### config.mk
export PLATFORM = sky130hd
export DESIGN_NAME = seconds_to_calendar_date
export DESIGN_NICKNAME = d
export VERILOG_FILES = /design/src/design/s2c_pkg.sv /design/src/design/seconds_to_calendar_date.sv
export VERILOG_INCLUDE_DIRS = /design/src /design/src/design
export SDC_FILE = /design/constraint.sdc
export NUM_CORES = 1
export LEC_CHECK = 0
export BUFFER_PORTS_ARGS = -buffer_cell sky130_fd_sc_hd__buf_2
export CAP_MARGIN = 20
export CORE_MARGIN = 2
export CORE_UTILIZATION = 40
export DETAILED_ROUTE_END_ITERATION = 10
export GPL_TIMING_DRIVEN = 0
export PLACE_DENSITY_LB_ADDON = 0.12
export SETUP_SLACK_MARGIN = 0.15
export SLEW_MARGIN = 20
export SYNTH_ARGS = -nofsm -noshare
export SYNTH_HDL_FRONTEND = slang
export SYNTH_SLANG_ARGS = --single-unit
### constraint.sdc
create_clock -name i_clk -period 11.35 [get_ports i_clk]
set_clock_uncertainty 0.15 [all_clocks]
set_input_delay 2.27 -clock i_clk [delete_from_list [all_inputs] [get_ports i_clk]]
set_output_delay 2.27 -clock i_clk [all_outputs]
set_load 0.01 [all_outputs]
### src/design/assert_macros.svh
// assertion macros shared by the design files
`ifndef ASSERT_MACROS_SVH
`define ASSERT_MACROS_SVH

// same-cycle implication, disabled while reset is held
`define CHK_IMPLY(label, clk, rst_n, ante, cons, msg) \
    label: assert property (@(posedge clk) disable iff (!(rst_n)) (ante) |-> (cons)) \
        else $error(msg);

// next-cycle implication, disabled while reset is held
`define CHK_NEXT(label, clk, rst_n, ante, cons, msg) \
    label: assert property (@(posedge clk) disable iff (!(rst_n)) (ante) |=> (cons)) \
        else $error(msg);

`endif

### src/design/s2c_pkg.sv
// constants, types and month tables for the seconds to calendar date converter
package s2c_pkg;

    // pipeline depth, input register through result register
    localparam int unsigned NUM_STAGES = 7;

    typedef logic [8:0] t_day_of_year;

    // floor(x / 675) for x < 2**25 as (x * RECIP_675) >> 35
    localparam logic [25:0] RECIP_675  = 26'd50903317;
    // floor(x / 1461) for x < 2**16 as (x * RECIP_1461) >> 27
    localparam logic [16:0] RECIP_1461 = 17'd91868;
    // floor(x / 225) for x < 2**13 as (x * RECIP_225) >> 21
    localparam logic [13:0] RECIP_225  = 14'd9321;
    // floor(x / 15) for x < 2**10 as (x * RECIP_15) >> 14
    localparam logic [10:0] RECIP_15   = 11'd1093;

    localparam logic [16:0] SECS_PER_DAY  = 17'd86400;
    localparam logic [10:0] DAYS_PER_QUAD = 11'd1461;
    localparam logic [11:0] SECS_PER_HOUR = 12'd3600;
    localparam logic [5:0]  SECS_PER_MIN  = 6'd60;

    // day-of-quad boundaries of the second, third and fourth year
    localparam logic [10:0] YEAR1_START = 11'd366;
    localparam logic [10:0] YEAR2_START = 11'd731;
    localparam logic [10:0] YEAR3_START = 11'd1096;

    localparam t_day_of_year MONTH_START_LEAP [0:12] = '{
        9'd0, 9'd31, 9'd60, 9'd91, 9'd121, 9'd152, 9'd182,
        9'd213, 9'd244, 9'd274, 9'd305, 9'd335, 9'd366
    };
    localparam t_day_of_year MONTH_START_COMMON [0:12] = '{
        9'd0, 9'd31, 9'd59, 9'd90, 9'd120, 9'd151, 9'd181,
        9'd212, 9'd243, 9'd273, 9'd304, 9'd334, 9'd365
    };

    // first day of month idx (0 is january) within a leap or common year
    function automatic t_day_of_year month_start(input logic leap, input logic [3:0] idx);
        t_day_of_year res;
        res = '0;
        if (idx <= 4'd12) begin
            res = leap ? MONTH_START_LEAP[idx] : MONTH_START_COMMON[idx];
        end
        return res;
    endfunction

endpackage

### src/design/seconds_to_calendar_date.sv
// seconds since 2000-01-01 00:00:00 to year, month, day and time of day
//
// usage
//   input channel: i_epoch_seconds with i_in_valid / o_in_ready, one timestamp
//   per transfer. output channel: year, month, day, hour, minute, second with
//   o_out_valid / i_out_ready, exactly one result per input transfer, in order.
//   every year whose offset from 2000 is a multiple of four is leap, 2100 too.
// pipeline and throughput
//   seven-stage register pipeline: input register, five work stages, result
//   register. one timestamp per cycle sustained while i_out_ready stays high;
//   the figure is set by the constant-reciprocal multipliers, each followed by
//   a register.
// stalls
//   each stage advances on its own, so bubbles close up while i_out_ready is
//   low; o_in_ready drops only when all seven stages hold an item and the
//   result is not taken. a held result keeps its value until transferred.
// reset
//   i_rst_n is synchronous, active low; it empties the pipeline. no other state.
`include "assert_macros.svh"

module seconds_to_calendar_date (
    input  logic        i_clk,
    input  logic        i_rst_n,
    input  logic        i_in_valid,
    output logic        o_in_ready,
    input  logic [31:0] i_epoch_seconds,
    output logic        o_out_valid,
    input  logic        i_out_ready,
    output logic [7:0]  o_year_since_2000,
    output logic [3:0]  o_month,
    output logic [4:0]  o_day_of_month,
    output logic [4:0]  o_hour,
    output logic [5:0]  o_minute,
    output logic [5:0]  o_second
);

    localparam int unsigned NS = s2c_pkg::NUM_STAGES;

    // per-stage occupancy and flow control
    logic [NS-1:0] r_vld;
    logic [NS-1:0] n_vld;
    logic [NS-1:0] w_src;
    logic [NS-1:0] w_space;
    logic [NS:0]   w_go;     // w_go[k]: stage k loads; w_go[NS]: result transfer

    always_comb begin
        w_src        = {r_vld[NS-2:0], i_in_valid};
        w_go[NS]     = i_out_ready;
        w_space      = '0;
        w_go[NS-1:0] = '0;
        // walk back from the result register so a leaving item frees its slot
        for (int k = NS - 1; k >= 0; k--) begin
            w_space[k] = !r_vld[k] || w_go[k+1];
            w_go[k]    = w_src[k] && w_space[k];
        end
        n_vld = w_go[NS-1:0] | (r_vld & ~w_go[NS:1]);
    end

    always_ff @(posedge i_clk) begin
        if (!i_rst_n) begin
            r_vld <= '0;
        end else begin
            r_vld <= n_vld;
        end
    end

    assign o_in_ready  = w_space[0];
    assign o_out_valid = r_vld[NS-1];

    // stage 0: input register
    logic [31:0] r0_secs;

    always_ff @(posedge i_clk) begin
        if (w_go[0]) begin
            r0_secs <= i_epoch_seconds;
        end
    end

    // stage 1: whole days, secs / 86400 as (secs >> 7) / 675
    logic [50:0] n1_prod;
    logic [15:0] r1_days;
    logic [16:0] r1_secs_lo;

    assign n1_prod = 51'(r0_secs[31:7]) * 51'(s2c_pkg::RECIP_675);

    always_ff @(posedge i_clk) begin
        if (w_go[1]) begin
            r1_days    <= n1_prod[50:35];
            r1_secs_lo <= r0_secs[16:0];
        end
    end

    // stage 2: seconds of the day and four-year group number
    logic [32:0] n2_day_secs;
    logic [32:0] n2_quad_prod;
    logic [16:0] n2_sod;
    logic [10:0] r2_days_lo;
    logic [5:0]  r2_quad;
    logic [16:0] r2_sod;

    // sod stays below 2**17, so the low bits of the difference are exact
    assign n2_day_secs  = 33'(r1_days) * 33'(s2c_pkg::SECS_PER_DAY);
    assign n2_sod       = r1_secs_lo - n2_day_secs[16:0];
    assign n2_quad_prod = 33'(r1_days) * 33'(s2c_pkg::RECIP_1461);

    always_ff @(posedge i_clk) begin
        if (w_go[2]) begin
            r2_days_lo <= r1_days[10:0];
            r2_quad    <= n2_quad_prod[32:27];
            r2_sod     <= n2_sod;
        end
    end

    // stage 3: day within the group and hour of the day
    logic [16:0] n3_quad_days;
    logic [10:0] n3_dq;
    logic [26:0] n3_hour_prod;
    logic [5:0]  r3_quad;
    logic [10:0] r3_dq;
    logic [11:0] r3_sod_lo;
    logic [4:0]  r3_hour;

    assign n3_quad_days = 17'(r2_quad) * 17'(s2c_pkg::DAYS_PER_QUAD);
    assign n3_dq        = r2_days_lo - n3_quad_days[10:0];
    assign n3_hour_prod = 27'(r2_sod[16:4]) * 27'(s2c_pkg::RECIP_225);

    always_ff @(posedge i_clk) begin
        if (w_go[3]) begin
            r3_quad   <= r2_quad;
            r3_dq     <= n3_dq;
            r3_sod_lo <= r2_sod[11:0];
            r3_hour   <= n3_hour_prod[25:21];
        end
    end

    // stage 4: year within the group, day of year, seconds of the hour
    logic [1:0]  n4_yoff;
    logic        n4_leap;
    logic [10:0] n4_dy;
    logic [16:0] n4_hour_secs;
    logic [11:0] n4_soh;
    logic [7:0]  r4_year;
    logic [8:0]  r4_dy;
    logic        r4_leap;
    logic [11:0] r4_soh;
    logic [4:0]  r4_hour;

    always_comb begin
        if (r3_dq < s2c_pkg::YEAR1_START) begin
            n4_yoff = 2'd0;
            n4_leap = 1'b1;
            n4_dy   = r3_dq;
        end else if (r3_dq < s2c_pkg::YEAR2_START) begin
            n4_yoff = 2'd1;
            n4_leap = 1'b0;
            n4_dy   = r3_dq - s2c_pkg::YEAR1_START;
        end else if (r3_dq < s2c_pkg::YEAR3_START) begin
            n4_yoff = 2'd2;
            n4_leap = 1'b0;
            n4_dy   = r3_dq - s2c_pkg::YEAR2_START;
        end else begin
            n4_yoff = 2'd3;
            n4_leap = 1'b0;
            n4_dy   = r3_dq - s2c_pkg::YEAR3_START;
        end
    end

    assign n4_hour_secs = 17'(r3_hour) * 17'(s2c_pkg::SECS_PER_HOUR);
    assign n4_soh       = r3_sod_lo - n4_hour_secs[11:0];

    always_ff @(posedge i_clk) begin
        if (w_go[4]) begin
            r4_year <= {r3_quad, n4_yoff};
            r4_dy   <= n4_dy[8:0];
            r4_leap <= n4_leap;
            r4_soh  <= n4_soh;
            r4_hour <= r3_hour;
        end
    end

    // stage 5: month by table compare, day of month, minute of the hour
    logic [3:0]  n5_month;
    logic [8:0]  n5_start;
    logic [8:0]  n5_day;
    logic [20:0] n5_min_prod;
    logic [7:0]  r5_year;
    logic [3:0]  r5_month;
    logic [4:0]  r5_day;
    logic [4:0]  r5_hour;
    logic [5:0]  r5_minute;
    logic [5:0]  r5_soh_lo;

    // month starts rise, so counting passed starts gives the month
    always_comb begin
        n5_month = 4'd1;
        for (int i = 1; i < 12; i++) begin
            if (r4_dy >= s2c_pkg::month_start(r4_leap, 4'(i))) begin
                n5_month = n5_month + 4'd1;
            end
        end
    end

    assign n5_start    = s2c_pkg::month_start(r4_leap, n5_month - 4'd1);
    assign n5_day      = r4_dy - n5_start + 9'd1;
    assign n5_min_prod = 21'(r4_soh[11:2]) * 21'(s2c_pkg::RECIP_15);

    always_ff @(posedge i_clk) begin
        if (w_go[5]) begin
            r5_year   <= r4_year;
            r5_month  <= n5_month;
            r5_day    <= n5_day[4:0];
            r5_hour   <= r4_hour;
            r5_minute <= n5_min_prod[19:14];
            r5_soh_lo <= r4_soh[5:0];
        end
    end

    // stage 6: second of the minute, result register
    logic [11:0] n6_min_secs;
    logic [7:0]  r_year;
    logic [3:0]  r_month;
    logic [4:0]  r_day;
    logic [4:0]  r_hour;
    logic [5:0]  r_minute;
    logic [5:0]  r_second;

    assign n6_min_secs = 12'(r5_minute) * 12'(s2c_pkg::SECS_PER_MIN);

    always_ff @(posedge i_clk) begin
        if (w_go[6]) begin
            r_year   <= r5_year;
            r_month  <= r5_month;
            r_day    <= r5_day;
            r_hour   <= r5_hour;
            r_minute <= r5_minute;
            r_second <= r5_soh_lo - n6_min_secs[5:0];
        end
    end

    assign o_year_since_2000 = r_year;
    assign o_month           = r_month;
    assign o_day_of_month    = r_day;
    assign o_hour            = r_hour;
    assign o_minute          = r_minute;
    assign o_second          = r_second;

    // checks

    // any empty slot in the pipeline means the input side can take a transfer
    `CHK_IMPLY(a_ready_when_room, i_clk, i_rst_n, !(&r_vld), o_in_ready, "input stalled with room")

    // an item in stage five moves into an empty result register
    `CHK_NEXT(a_fill_output, i_clk, i_rst_n, r_vld[NS-2] && !r_vld[NS-1], o_out_valid, "result not loaded")

    `CHK_IMPLY(a_date_range, i_clk, i_rst_n, o_out_valid, (o_month >= 4'd1) && (o_month <= 4'd12) && (o_day_of_month >= 5'd1) && (o_year_since_2000 <= 8'd136), "date field out of range")

    `CHK_IMPLY(a_time_range, i_clk, i_rst_n, o_out_valid, (o_hour <= 5'd23) && (o_minute <= 6'd59) && (o_second <= 6'd59), "time field out of range")

endmodule
# After elaboration in Yosys (flattened, before gate mapping)
# Memories as Yosys holds them, arrays and structs flattened.
# Index checks and enable logic that the tools add are counted.
dict set report totals {
  mem_count 2
  inputBits 36
  register_bits 243
  mem_bits_ro 288
}
dict set report op_classes {
  n_reduce_logical 22
  add_sub_neg 20
  multipliers 8
  magnitude_cmp 16
  bitwise_logic 4
  muxes 33
}
# name depth width read_ports rd_ports_with_merged_regs wr line_no
set memory_table {}
lappend memory_table {{(no name shown)} 16 9 1 0 0 s2c_pkg.sv:42} ;# res = leap ? MONTH_START_LEAP[idx] : MONTH_START_COMMON[idx];
lappend memory_table {{(no name shown)} 16 9 1 0 0 s2c_pkg.sv:42}
# operator count
set op_table {}
lappend op_table {{$mul A25 B26 Y51 const B} 1}
lappend op_table {{$mux W4} 11}
lappend op_table {{$add A4 B1 Y4 const B} 10}
lappend op_table {{$ge A9 B8 Y1} 4}
lappend op_table {{$mul A16 B15 Y31 const B} 1}
lappend op_table {{$mux W5} 6}
lappend op_table {{$ge A9 B9 Y1} 3}
lappend op_table {{$mux W9} 3}
lappend op_table {{$mul A13 B14 Y26 const B} 1}
lappend op_table {{$mul A10 B11 Y20 const B} 1}
lappend op_table {{$ge A9 B7 Y1} 2}
lappend op_table {{$sub A17 B17 Y17} 1}
lappend op_table {{$mul A16 B10 Y10 const B} 1}
lappend op_table {{$sub A12 B12 Y12} 1}
lappend op_table {{$lt A11 B10 Y1 const B} 1}
lappend op_table {{$lt A11 B11 Y1 const B} 1}
lappend op_table {{$lt A11 B9 Y1 const B} 1}
lappend op_table {{$mul A6 B11 Y11 const B} 1}
lappend op_table {{$sub A11 B11 Y11} 1}
lappend op_table {{$ge A9 B5 Y1 const B} 1}
lappend op_table {{$ge A9 B6 Y1} 1}
lappend op_table {{$sub A9 B7 Y9 const B} 1}
lappend op_table {{$sub A9 B8 Y9 const B} 1}
lappend op_table {{$sub A9 B9 Y9 const B} 1}
lappend op_table {{19 further kinds} 47}

# Depth between registers and ports, before layout
dict set report logic_depth {
  depth_word 31
  depth_mapped 45
}

# Least setup slack after synthesis
# No wires, ideal clock.
dict set report synth_path {
  path_kind {register to register}
  startpoint {reg r4_leap}
  endpoint {reg r5_day[4], data pin}
  t_arrival_ns 8.581
  stages_incl_launch_ff 44
  n_path_buf 3
  required_time_ns 10.940
  setup_slack_ns 2.359
  setup_ns 0.260
  period_less_slack_ns 8.991
  path_cell_list {edfxtp_1 inv_1 ha_1 nand2b_4 a221o_1 a311o_1 inv_1 fa_1 clkbuf_1 xnor2_1 ha_1 mux2i_1 nand3_1 a32oi_1 ha_1 xor2_1 nand2_1 nand2_1 (+8 left out) inv_1 a41oi_1 buf_2 ha_1 clkbuf_1 inv_2 or3_1 a2111oi_1 a21o_1 a2111oi_2 a21boi_1 ha_1 inv_1 ha_1 a21o_1 a21oi_1 xnor2_1 xnor2_1}
}
dict set report synth_via {
  elab_chain_len 30
  word_cells_on_any_way 52
}
# element line_no
set synth_rtl {}
lappend synth_rtl {{start, declared} seconds_to_calendar_date.sv:144} ;# logic r4_leap;
lappend synth_rtl {{start signal, assigned} seconds_to_calendar_date.sv:175} ;# r4_leap <= n4_leap;
lappend synth_rtl {{$mux W3} s2c_pkg.sv:42}
lappend synth_rtl {{$ge A9 B6 Y1} seconds_to_calendar_date.sv:197} ;# if (r4_dy >= s2c_pkg::month_start(r4_leap, 4'(i))) begin
lappend synth_rtl {{$mux W4} seconds_to_calendar_date.sv:197}
lappend synth_rtl {{$add A4 B1 Y4} seconds_to_calendar_date.sv:198} ;# n5_month = n5_month + 4'd1;
lappend synth_rtl {{$mux W4} seconds_to_calendar_date.sv:197}
lappend synth_rtl {{$add A4 B1 Y4} seconds_to_calendar_date.sv:198}
lappend synth_rtl {{$mux W4} seconds_to_calendar_date.sv:197}
lappend synth_rtl {{$add A4 B1 Y4} seconds_to_calendar_date.sv:198}
lappend synth_rtl {{(+14 left out)} -}
lappend synth_rtl {{$not A4 Y5 (implied by the code)} s2c_pkg.sv:42}
lappend synth_rtl {{$mem_v2 Z16 W9} -}
lappend synth_rtl {{$mux W5 (implied by the code) (2 in a row)} s2c_pkg.sv:42}
lappend synth_rtl {{$mux W5} s2c_pkg.sv:42}
lappend synth_rtl {{$mux W5 *} s2c_pkg.sv:41} ;# if (idx <= 4'd12) begin
lappend synth_rtl {{$sub A5 B5 Y5 *} seconds_to_calendar_date.sv:204} ;# assign n5_day = r4_dy - n5_start + 9'd1;
lappend synth_rtl {{$add A5 B1 Y5 *} seconds_to_calendar_date.sv:204}
lappend synth_rtl {{named net n5_day[4]} seconds_to_calendar_date.sv:184} ;# logic [8:0] n5_day;
lappend synth_rtl {{end signal, assigned} seconds_to_calendar_date.sv:211} ;# r5_day <= n5_day[4:0];
lappend synth_rtl {{end, declared} seconds_to_calendar_date.sv:188} ;# logic [4:0] r5_day;
# Mark *: on every way through the listed nets, which the timed path passes. The rest lies on a longest branch. The select of a mux whose other input is x is not followed.
# A chain may end at the register's enable or synchronous reset.

# Final worst setup path
# Ends and elaborated chain as after synthesis.

==> results by group <==
Worst setup path
  • CP Capture Type: flip-flop
  • Critical path's most frequent cell: ha_1
  • Crit path max-delay family: compound AO/OA/AOI/OAI gates
  • CP bufs+invs: 8
  • Startpoint Class: flip-flop
  • Critical Path Sink: r5_day[4]
  • CP max stage delay: 0.57 ns
  • Slowest stage cell on the critical path: edfxtp_1
  • Setup crit start: r4_leap
  • R2R Path Start: r4_leap
  • CP arrival: 10.62 ns
  • R2R Path End: r5_day[4]
  • Number of cells on the critical path: 43
  • Required time of the critical path: 11.48 ns
  • Setup CP Type: flip-flop to flip-flop
  • R2R Setup Slk: 0.86 ns
  • Reg2Reg Depth: 43
  • Crit-path max FO: 13

STA
  • Relative slew slack: 35.6%
  • Worst Tran Pin Value: 0.956 ns
  • Post-layout min period: 10.49 ns
  • RSZ-0062 raised after global routing: no
  • Setup TNS after final layout: 0 ns
  • Setup violators final: 0
  • Final Hold Viols: 0
  • Slew Viols, Final: 0
  • Max Clk Rate: 95.3 MHz
  • Worst hold slack: 0.263 ns
  • Tcrit/Tclk final: 92.5%

Yosys
  • Synth area leader: ha_1
  • Async SR Flop Fraction: 0%
  • Mapped Area: 0.0291 mm^2
  • Synth Flop Type: edfxtp_1
  • Netlist cell types: 81
  • Area contributors post-synth: ha_1 (27%), edfxtp_1 (24%), fa_1 (24%)
  • Post-synth top area share: 27.1%
  • Seq/Total Area, Yosys: 24.8%
  • Synth Warn #: 0
  • Seq cells post-synth: 243
  • Synthesized netlist cell count: 2550
  • Mapped Nets: 3559
  • Syn avg cell area: 11.4 um^2
  • Number of synthesized flops with an enable pin: 236

Clocking
  • Total CTS buffers: 34
  • Skew-Pair Late Insertion Delay: 0.56 ns
  • CTS Hold Bufs: 0
  • # clock sinks: 243
  • Setup Buffers After CTS: 0
  • CTS HTree Levels: 2
  • CTS root buf: clkbuf_16
  • Resized cells post-CTS: 0
  • CTS tree: yes
  • Clock Pin Slew Worst Setup and Hold Paths: 0.05 ns
  • Maximum clock path buffer count: 3

Routing
  • Routed len/inst: 16.7 um
  • Routed via count: 17823
  • ANT nets after route: 0
  • DRC Markers: 0
  • DR vias/cell: 4.90
  • Drt pass-1 iters: 5
  • Detailed Route WL: 60600 um
  • Initial DRC count: 577

Final layout
  • Layout net count: 3673
  • N_diodes: 0
  • Layout cells sized above 1: 6.51%
  • Synth-to-layout area growth: 10.2%

Global route
  • Initial antenna violation count: 0
  • Vias in the first global route: 19474
  • Global router's overall resource usage: 16.9%
  • Largest net degree at the start of global routing: 29
  • Remaining Overflow, GRT: 0
  • First-pass GRT wire length: 100000 um

Placed design
  • DP HPWL: 50500 um
  • GP Congestion: 0.851
  • PortBufs: 71

Floorplanning
  • Starting Density: 40.6%
  • Io pins: 72
  • Row count: 98
  • Die Wd: 274 um
  • Die height: 274 um
  • DIE AREA: 0.0750 mm^2
  • Core footprint: 0.0719 mm^2

Job
  • Max-cap viol count: 0

Min path
  • Min-delay worst type: flip-flop to flip-flop
  • Hold Path Stages: 0

Outcome
  • Status: completed
-- state kept, by name, indices dropped and copies added (netlist names), 6 cells and up --
name               cells
r0_secs               32
r1_secs_lo            17
r2_sod                17
r1_days               16
r3_sod_lo             12
r4_soh                12
r2_days_lo            11
r3_dq                 11
r4_dy                  9
o_year_since_2000      8
r4_year                8
r5_year                8
r_vld                  7
o_minute               6
o_second               6
r2_quad                6
r3_quad                6
r5_minute              6
r5_soh_lo              6
-- per-stage QoR --
| stage | worst slack (ns) | util [%] | area [um^2] | instances |
|---|---|---|---|---|
| CTS | 0.584 | 44.7 | 32100 | 3638 |
| global placement | 0.857 | 42.7 | 30700 | 3571 |
| finish | 0.857 | 44.7 | 32100 | 3638 |
| global route | 0.220 | 44.7 | 32100 | 3638 |
| floorplan | 2.36 | - | 29100 | 2550 |
| detailed placement | 0.609 | 43.0 | 30900 | 3578 |
-- per-layer routing --
layer  vias up  global-route usage, %  share of wire [%]
met2       247                   31.0                 51
met4         0                   4.72                2.7
met1      8699                   20.9                 43
li1       8778                      -                  -
met5         -                      0                  0
met3        99                   1.94                2.8
-- cells in the final DEF (no fill, tap or decap), drive strengths merged, types with 7 or more instances in the layout --
| master | count |
|---|---|
| dfxtp | 7 |
| nand4 | 17 |
| xor2 | 35 |
| or3 | 11 |
| o21a | 24 |
| a21oi | 80 |
| edfxtp | 236 |
| nand3 | 25 |
| a31oi | 10 |
| xnor2 | 89 |
| nor3 | 16 |
| fa | 343 |
| buf | 87 |
| nor2 | 54 |
| nand2 | 63 |
| clkbuf | 45 |
| and3 | 8 |
| o211ai | 11 |
| nand2b | 16 |
| o21ai | 43 |
| ha | 630 |
| a21o | 46 |
| o21bai | 16 |
| nor2b | 24 |
| and2 | 9 |
| a21boi | 11 |
| a211oi | 16 |
| mux2i | 7 |
| clkinv | 12 |
| inv | 601 |
-- cell families (layout without fill, tap and decap cells) --
group,count (synthesis),count (layout),synth area share [%]
muxes,7,7,0.240
DFF,243,243,24.8
and+or+nand+nor,262,262,4.58
AOI/OAI and AO/OA,323,323,7.73
buffers and inverters,617,755,8.04
xor gates and xnor gates,125,125,4.00
adders and majority gates,973,973,50.6
-- area by class of cell --
cell class / instances / area, um^2
Fill cell: 6805 / 39800
Multi-Input combinational cell: 1690 / 19600
Tap cell: 950 / 1190
Sequential cell: 243 / 7230
Buffer: 19 / 98.8
Inverter: 598 / 2240
Clock buffer: 35 / 855
Timing Repair Buffer: 78 / 510
Clock inverter: 25 / 334
-- cell usage after synthesis (all sizes together), types with 10 or more instances --
master,n
ha,630
inv,598
fa,343
edfxtp,236
xnor2,89
a21oi,80
nand2,63
nor2,54
a21o,46
o21ai,43
xor2,35
nand3,25
nor2b,24
o21a,24
nand4,17
a211oi,16
nand2b,16
nor3,16
o21bai,16
a21boi,11
o211ai,11
or3,11
a31oi,10
clkbuf,10
-- how the worst min path moves through the flow --
stage / endpoint / slack (ns) / startpoint
after floorplan: o_day_of_month[0] / 0.25 / r5_day[0]
after global placement: r2_sod[0] / 0.25 / r1_secs_lo[0]
after detailed placement: o_year_since_2000[1] / 0.25 / r5_year[1]
after CTS: r4_soh[3] / 0.26 / r3_sod_lo[3]
after global routing: r4_soh[3] / 0.26 / r3_sod_lo[3]
final: r5_hour[0] / 0.26 / r4_hour[0]
Power is left out: the tool's default activity adds up to more than one toggle a clock period on the data nets, which glitch-free logic cannot reach.
